### config.mk
export PLATFORM = sky130hd
export DESIGN_NAME = vbq_divider
export DESIGN_NICKNAME = d
export VERILOG_FILES = /design/src/rtl/vbq_pkg.sv /design/src/rtl/vbq_divider.sv
export SDC_FILE = /design/constraint.sdc
export NUM_CORES = 1
export LEC_CHECK = 0
export ABC_AREA = 0
export BUFFER_PORTS_ARGS = -buffer_cell sky130_fd_sc_hd__buf_2
export CAP_MARGIN = 25
export CORE_UTILIZATION = 35
export DETAILED_ROUTE_END_ITERATION = 8
export GPL_TIMING_DRIVEN = 0
export PLACE_DENSITY_LB_ADDON = 0.2
export SYNTH_ARGS = -nofsm -noshare
export SYNTH_HDL_FRONTEND = slang
export SYNTH_SLANG_ARGS = --single-unit
export TNS_END_PERCENT = 1
### constraint.sdc
create_clock -name aclk -period 12.1 [get_ports aclk]
set_clock_uncertainty 0.2 [all_clocks]
set_input_delay 1.21 -clock aclk [delete_from_list [all_inputs] [get_ports aclk]]
set_output_delay 1.21 -clock aclk [all_outputs]
set_load 0.01 [all_outputs]
### src/rtl/vbq_pkg.sv
// Shared constants, types and opcodes for the vertex box quantizer.
// No dependencies.
package vbq_pkg;
    localparam int MAX_FEATURES = 1024;
    localparam int FEAT_BITS    = 10;
    localparam int COORD_BITS   = 32;
    localparam int CFG_IDX_BITS = 3;

    localparam logic [1:0] OP_BEGIN   = 2'd0;
    localparam logic [1:0] OP_LOAD    = 2'd1;
    localparam logic [1:0] OP_MEASURE = 2'd2;
    localparam logic [1:0] OP_EMIT    = 2'd3;

    localparam logic [CFG_IDX_BITS-1:0] REG_MIN_E = 3'd0;
    localparam logic [CFG_IDX_BITS-1:0] REG_MIN_N = 3'd1;
    localparam logic [CFG_IDX_BITS-1:0] REG_MIN_U = 3'd2;
    localparam logic [CFG_IDX_BITS-1:0] REG_MAX_E = 3'd3;
    localparam logic [CFG_IDX_BITS-1:0] REG_MAX_N = 3'd4;
    localparam logic [CFG_IDX_BITS-1:0] REG_MAX_U = 3'd5;
    localparam logic [CFG_IDX_BITS-1:0] REG_COUNT = 3'd6;
    localparam logic [CFG_IDX_BITS-1:0] REG_USEID = 3'd7;

    localparam logic [COORD_BITS-1:0] COORD_MAX = {1'b0, {(COORD_BITS-1){1'b1}}};

    // Divider operands: numerator 2*d*65535+span (<2^50), denominator 2*span (<2^34).
    localparam int NUM_BITS = 50;
    localparam int DEN_BITS = 34;

    typedef struct packed {
        logic                  start;
        logic [NUM_BITS-1:0]   num;
        logic [DEN_BITS-1:0]   den;
    } div_req_t;

    typedef struct packed {
        logic                  done;
        logic [15:0]           quo;
    } div_rsp_t;
endpackage

### src/rtl/vbq_divider.sv
// Restoring radix-2 divider, one quotient bit per cycle, 16-bit quotient.
// Depends on vbq_pkg. Caller guarantees quotient < 2^16.
module vbq_divider (
    input  logic              aclk,
    input  logic              aresetn,
    input  vbq_pkg::div_req_t req,
    output vbq_pkg::div_rsp_t rsp
);
    logic [vbq_pkg::NUM_BITS-1:0] rem_reg, rem_next;
    logic [vbq_pkg::DEN_BITS-1:0] den_reg;
    logic [15:0]                  quo_reg, quo_next;
    logic [4:0]                   cnt_reg, cnt_next;
    logic                         busy_reg, busy_next, done_reg, done_next;
    logic [vbq_pkg::NUM_BITS-1:0] trial;

    always_comb begin
        rem_next  = rem_reg;
        quo_next  = quo_reg;
        cnt_next  = cnt_reg;
        busy_next = busy_reg;
        done_next = 1'b0;
        trial     = {{(vbq_pkg::NUM_BITS-vbq_pkg::DEN_BITS){1'b0}}, den_reg} << cnt_reg;
        if (req.start) begin
            rem_next  = req.num;
            quo_next  = '0;
            cnt_next  = 5'd15;
            busy_next = 1'b1;
        end else if (busy_reg) begin
            if (rem_reg >= trial) begin
                rem_next = rem_reg - trial;
                quo_next = quo_reg | (16'd1 << cnt_reg[3:0]);
            end
            if (cnt_reg == 5'd0) begin
                busy_next = 1'b0;
                done_next = 1'b1;
            end else begin
                cnt_next = cnt_reg - 5'd1;
            end
        end
    end

    always_ff @(posedge aclk) begin
        if (!aresetn) begin
            busy_reg <= 1'b0;
            done_reg <= 1'b0;
        end else begin
            busy_reg <= busy_next;
            done_reg <= done_next;
        end
        rem_reg <= rem_next;
        quo_reg <= quo_next;
        cnt_reg <= cnt_next;
        if (req.start) den_reg <= req.den;
    end

    assign rsp.done = done_reg;
    assign rsp.quo  = quo_reg;
endmodule

==> results of run 1 <==
## worst register-to-register path, cell delays in order (launching register included)
cell and delay [ps]:
dfxtp_1 360, clkbuf_1 320, buf_1 650, mux4_2 630, mux2i_1 390, and2_1 200
a211oi_1 50, a21oi_1 200, ha_1 260, clkbuf_1 190, a21o_1 230, o21bai_1 170
or2_0 200, o31ai_1 730, o31ai_1 280, a211oi_1 530, o21ai_1 250, a211o_1 300
o311ai_1 100
## synthesized netlist by cell type (4+ instances only)
| library cell | n |
|---|---|
| and2_1 | 8 |
| a31oi_1 | 16 |
| o22a_1 | 7 |
| ha_1 | 55 |
| edfxtp_1 | 84 |
| nor3_1 | 20 |
| o31ai_1 | 9 |
| nand2_1 | 172 |
| clkbuf_1 | 51 |
| a22o_1 | 16 |
| nand4_1 | 18 |
| xor2_1 | 16 |
| or2_2 | 4 |
| o21ai_0 | 96 |
| nand2b_1 | 14 |
| buf_2 | 4 |
| nand3_1 | 14 |
| mux4_2 | 22 |
| nor2b_1 | 14 |
| a211oi_1 | 10 |
| dfxtp_1 | 23 |
| o21a_1 | 10 |
| a21oi_1 | 87 |
| o21bai_1 | 8 |
| inv_1 | 23 |
| nor2_1 | 67 |
| buf_1 | 13 |
| o21ai_1 | 5 |
| and3_1 | 7 |
| xnor2_1 | 23 |
| a21o_1 | 27 |
| mux2_2 | 7 |
| a311oi_1 | 4 |
| mux2i_1 | 32 |
## power breakdown
part / switching (mW) / total [mW] / internal (mW) / leakage (nW)
registers: 0.0366 / 0.534 / 0.498 / 1.02
logic: 0.664 / 1.08 / 0.416 / 3.01
clock network: 0.160 / 0.306 / 0.146 / 0.149
## layer usage
metal | GRT usage | share of wire
met3 | 0.0387 | 0.056
met1 | 0.309 | 0.48
met4 | 0.0759 | 0.026
met2 | 0.343 | 0.44
met5 | 0 | 0
## cell families (layout without fill, tap and decap cells)
logic type,after synthesis,after routing,synth area share
simple gates,359,359,0.183
compound gates,325,325,0.230
flops,107,107,0.331
buf+inv,95,215,0.0405
mux,61,61,0.0992
fa+ha+maj,56,56,0.0786
xor+xnor,39,39,0.0379
## layout make-up
class	count	area (sq um)
well taps	330	413
plain buffers	69	268
inverters	26	97.6
fillers	2644	15000
multi-input cells	840	5670
repair buffers	104	536
clock buffers	9	225
clock inverters	7	68.8
flip-flops and latches	107	2980
## through the flow
step / instances / util / power [mW] / hold slack [ps] / setup slack [ps]
global route: 1492 / 0.406 / 2.07 / 299 / 5190
global placement: 1475 / 0.394 / 1.60 / 263 / 4910
finish: 1492 / 0.406 / 1.92 / 284 / 5650
floorplan: 1042 / - / 1.33 / 323 / 6400
CTS: 1492 / 0.406 / 1.92 / 284 / 5610
detailed placement: 1476 / 0.395 / 1.61 / 265 / 5660
## worst min-delay path by stage
stage                                        start                  endpoint  slack, ps  cells after the start
final                      quo_reg[5]$_SDFFE_PP0P_   quo_reg[5]$_SDFFE_PP0P_        280                      1
after global routing      quo_reg[11]$_SDFFE_PP0P_  quo_reg[11]$_SDFFE_PP0P_        300                      1
after CTS                  quo_reg[5]$_SDFFE_PP0P_   quo_reg[5]$_SDFFE_PP0P_        280                      1
after detailed placement   quo_reg[5]$_SDFFE_PP0P_   quo_reg[5]$_SDFFE_PP0P_        260                      1
after global placement    quo_reg[10]$_SDFFE_PP0P_  quo_reg[10]$_SDFFE_PP0P_        260                      1
after floorplan           quo_reg[10]$_SDFFE_PP0P_  quo_reg[10]$_SDFFE_PP0P_        320                      1
==> out/results.ini, run 1 <==
[clock_tree]
cts_buffers = 9
post_cts_resized = 0
cts.sinks = 107
cts_max_level = 3
cts_hold_buf = 0
cts-root-buf = clkbuf_16
clkTransAtPathRegs_ps = 80
cts_setup_buffers = 0
clk_path_buf_depth = 2
cts_tree = done
clkLatencyLatePin_ps = 370

[logic_synthesis]
synthArstFlopShare = 0
synth.top_cell.area_share = 0.280
ys_seq_area_frac = 0.331
synthFlopType = edfxtp_1
synthTopCellsByArea = edfxtp_1 28%, ha_1 7.6%, nand2_1 7.2%
synthDistinctLibCells = 70
ys_warn_count = 0
synth_edf_count = 84
syn-instance-count = 1042
synth.ff_latch_count = 107
synth_fp_nets = 1185
syn_area_per_cell_sq_um = 8.65
synth_area_sq_mm = 0.00901
synth_top_area_cell = edfxtp_1

[pwr]
p_leak_nw = 4.18
peakVddDrop_v = 0.0000749
powerDensity_mw_per_mm2 = 187

[sta]
tns_ps = 0
tightestPinTransition_ps = 822
finalMaxSlewViolations = 0
relSlewSlack = 0.438
setup_viol = 0
fin_crit_sh = 0.533
rsz0062_at_grt = no
min_period_ps = 6450
hold_viol = 0
fmax_mhz = 155

[hold_path]
hold_class = flip-flop to flip-flop

[critical_path]
setup.worst_path.end_class = flip-flop
worstPathCellList = clkbuf_1, buf_1, mux4_2, mux2i_1, and2_1, a211oi_1, a21oi_1, ha_1, clkbuf_1, a21o_1, o21bai_1, or2_0, o31ai_1, o31ai_1, a211oi_1, o21ai_1, a211o_1, o311ai_1
crit_arrival_ps = 6410
worstPathMaxFanout = 10
setup.worst_path.start_class = flip-flop
rr_worst_depth = 18
crit_end = rem_reg[49]$_DFFE_PP_
crit_path_start = cnt_reg[0]$_SDFFE_PP1P_
crit_required_ps = 12070
path_class = flip-flop to flip-flop
r2r_end = rem_reg[49]$_DFFE_PP_
critPathMaxStageDelay_ps = 730
crit_buf_inv = 3
regToRegStartpoint = cnt_reg[0]$_SDFFE_PP1P_
cp_top_family = compound AO/OA/AOI/OAI gates
crit_slowest_cell = o31ai_1
rrSetupSlack_ps = 5650
path_depth = 18

[finish]
final_common_cell = nand2_1
drive_gt1_frac = 0.145
largest_reg_flops = 50
synthToLayoutAreaGrowth_pct = 13.8
antennaDiodeCount = 0
layout_common_cells = 172 x nand2_1, 107 x buf_2, 96 x o21ai_0, 87 x a21oi_1, 84 x edfxtp_1
finalInstanceArea_sq_mm = 0.0103
final_nets = 1300

[die]
die_height_um = 162
start_util = 0.357
die_w_um = 162
die-area_sq_mm = 0.0264
pin_count = 104
core_sq_mm = 0.0253
rows = 58

[global_routing]
grt_pass1_vias = 8006
antenna_found_initial = 0
grtUsageTotal = 0.221
grt_max_degree = 36
grt_pass1_wl_um = 44400
grt-ovfl-total = 0

[placed_design]
dp_hpwl_um = 22900
io_buffers = 103
place_area_sq_mm = 0.00996
globalplace.congestion = 0.939

[status]
outcome = complete, no violations

[drt]
drtIter0Drc = 561
drc = 0
ant_nets = 0
vias_per_cell = 5.58
wl_um = 28700
drtPass1Iterations = 5
wl_per_cell_um = 19.2
num_vias = 8328

[job]
cap_violations = 0

Note: power is estimated with default switching activity, not from simulation.
==> inputs of run 2 (changes only) <==
Clock period 12.1 ns to 6.25 ns, I/O delays scaled along.
==> run 2 against run 1 <==
Clock power increased by 93%. Sequential share of layout area decreased by 0.085 points. Highest routed layer unchanged. Global-route usage unchanged. Cell area grew 0.29%. First-iteration DRC count is 2.0% lower.
==> out/results.ini, run 2 (synthesis results as in run 1) <==
[critical_path]
crit_slowest_cell = mux4_2
critPathMaxStageDelay_ps = 580  ; -150 ps
cp_common_cell = nand2_1
crit_required_ps = 6170  ; -5900 ps
worstPathCellList = clkbuf_1, buf_2, mux4_2, mux2i_1, nand2_1, nand2_1, nor2_1, a31oi_1, ha_1, clkbuf_1, a21o_1, o21bai_1, a221oi_1, o21ai_1, or3_1, a31oi_2, or4_4, nand2_1, a21o_4, buf_12
path_class = flip-flop to flip-flop
setup.worst_path.end_class = flip-flop
crit_arrival_ps = 5810  ; -600 ps
worstPathMaxFanout = 27  ; +17
cp_top_family = compound AO/OA/AOI/OAI gates
crit_buf_inv = 4  ; +1
setup.worst_path.start_class = flip-flop

[finish]
drive_gt1_frac = 0.151  ; +0.00688
layout_common_cells = 172 x nand2_1, 109 x buf_2, 95 x o21ai_0, 87 x a21oi_1, 84 x edfxtp_1
largest_reg_flops = 50  ; unchanged
antennaDiodeCount = 0  ; unchanged
final_common_cell = nand2_1
final_nets = 1300  ; unchanged
fillerInstances = 2638  ; -0.23%
synthToLayoutAreaGrowth_pct = 14.1

[clock_tree]
clkTransAtPathRegs_ps = 80  ; about the same
cts-root-buf = clkbuf_16
post_cts_resized = 3  ; +3
cts.sinks = 107  ; unchanged
cts_setup_buffers = 0  ; unchanged
cts_tree = done
clkLatencyLatePin_ps = 370  ; about the same
cts_max_level = 3  ; unchanged
clk_path_buf_depth = 2  ; unchanged
cts_hold_buf = 0  ; unchanged
cts_buffers = 9  ; unchanged

[drt]
met3_length_um = 1740  ; +8.3%
ant_nets = 0  ; unchanged
top_layer_used = met4
vias_per_cell = 5.60  ; +0.40%
num_vias = 8361  ; +0.40%
drtPass1Iterations = 5  ; unchanged
met1_length_um = 13600  ; -1.0%
wl_um = 28600  ; -0.18%
drc = 0  ; unchanged
wl_per_cell_um = 19.2  ; -0.18%
drtIter0Drc = 550  ; -2.0%
dr_wl_met2_um = 12600  ; about the same

[sta]
fmax_mhz = 170  ; +9.3%
finalMaxSlewViolations = 0  ; unchanged
worst_slack_ps = 351  ; -5300 ps
whs_ps = 223  ; -60.9 ps
relSlewSlack = 0.466  ; +0.0287
fin_crit_sh = 0.944  ; +0.411
rsz0062_at_grt = no
setup_viol = 0  ; unchanged
min_period_ps = 5900  ; -548 ps
tightestPinTransition_ps = 794  ; -27.8 ps
hold_viol = 0  ; unchanged

[global_routing]
grt_pass1_wl_um = 44400  ; unchanged
antenna_found_initial = 0  ; unchanged
grt_max_degree = 36  ; unchanged
grtUsageTotal = 0.221  ; unchanged
grt_pass1_vias = 8006  ; unchanged
grt-ovfl-total = 0  ; unchanged

[hold_path]
hold_class = primary input to flip-flop

[placed_design]
dp_hpwl_um = 22900  ; unchanged
globalplace.congestion = 0.939  ; unchanged
io_buffers = 103  ; unchanged
pre_cts_ws_ps = -186  ; -5850 ps

[die]
die_height_um = 162  ; unchanged
rows = 58  ; unchanged
die_w_um = 162  ; unchanged
core_sq_mm = 0.0253  ; unchanged
die-area_sq_mm = 0.0264  ; unchanged
start_util = 0.357  ; unchanged
pin_count = 104  ; unchanged

[pwr]
powerDensity_mw_per_mm2 = 363  ; +94%
peakVddDrop_v = 0.000145  ; +94%
p_leak_nw = 4.20  ; +0.35%

[status]
outcome = complete, no violations

[job]
cap_violations = 0  ; unchanged

## run 2: routing by layer
layer | global-route usage | vias up
li1 | - | 4099
met1 | 0.309 | 3925
met2 | 0.343 | 294
met3 | 0.0387 | 43
met4 | 0.0759 | 0
met5 | 0 | -
## run 2: final cells by class
type,instances,area [sq um],share of cell area
repair buffers,104,536,0.0520
plain buffers,69,274,0.0266
multi-input cells,840,5690,0.553
clock buffers,9,225,0.0219
well taps,330,413,0.0401
flip-flops and latches,107,2980,0.290
clock inverters,7,68.8,0.00669
inverters,26,97.6,0.00949
## run 2: per-stage QoR
stage           util  instance area (sq um)  TNS (ps)  total power [mW]  std cells
2_1_floorplan      -                   9010         0              2.57       1042
3_3_place_gp   0.394                   9940    -46870              3.09       1475
3_5_place_dp   0.395                   9960     -5000              3.11       1476
4_1_cts        0.406                  10300         0              3.72       1492
5_1_grt        0.407                  10300         0              4.03       1492
6_report       0.407                  10300         0              3.73       1492
## run 2: final timing paths
kind / depth (start not counted) / to / startpoint / slack (ps)
max: 20 / rem_reg[19]$_DFFE_PP_ / cnt_reg[0]$_SDFFE_PP1P_ / 350
min: 1 / den_reg[3]$_DFFE_PP_ / req[3] / 220
max reg2reg: 20 / rem_reg[19]$_DFFE_PP_ / cnt_reg[0]$_SDFFE_PP1P_ / 350
min reg2reg: 1 / quo_reg[5]$_SDFFE_PP0P_ / quo_reg[5]$_SDFFE_PP0P_ / 280
## run 2: power breakdown
part           leakage, nW  total, mW  switching [mW]  internal (mW)
clock                0.149      0.591           0.308          0.283
sequential            1.02       1.03          0.0706          0.963
combinational         3.02       2.11            1.29          0.813
total                 4.20       3.73            1.67           2.06
## run 2: worst register-to-register path, stage by stage, from the launching register on
cell      delay [ps]
dfxtp_1          360
clkbuf_1         320
buf_2            390
mux4_2           580
mux2i_1          250
nand2_1          130
nand2_1           90
nor2_1            40
a31oi_1          320
ha_1             300
clkbuf_1         180
a21o_1           210
o21bai_1         180
a221oi_1         320
o21ai_1          120
or3_1            330
a31oi_2          330
or4_4            290
nand2_1           90
a21o_4           370
buf_12           220
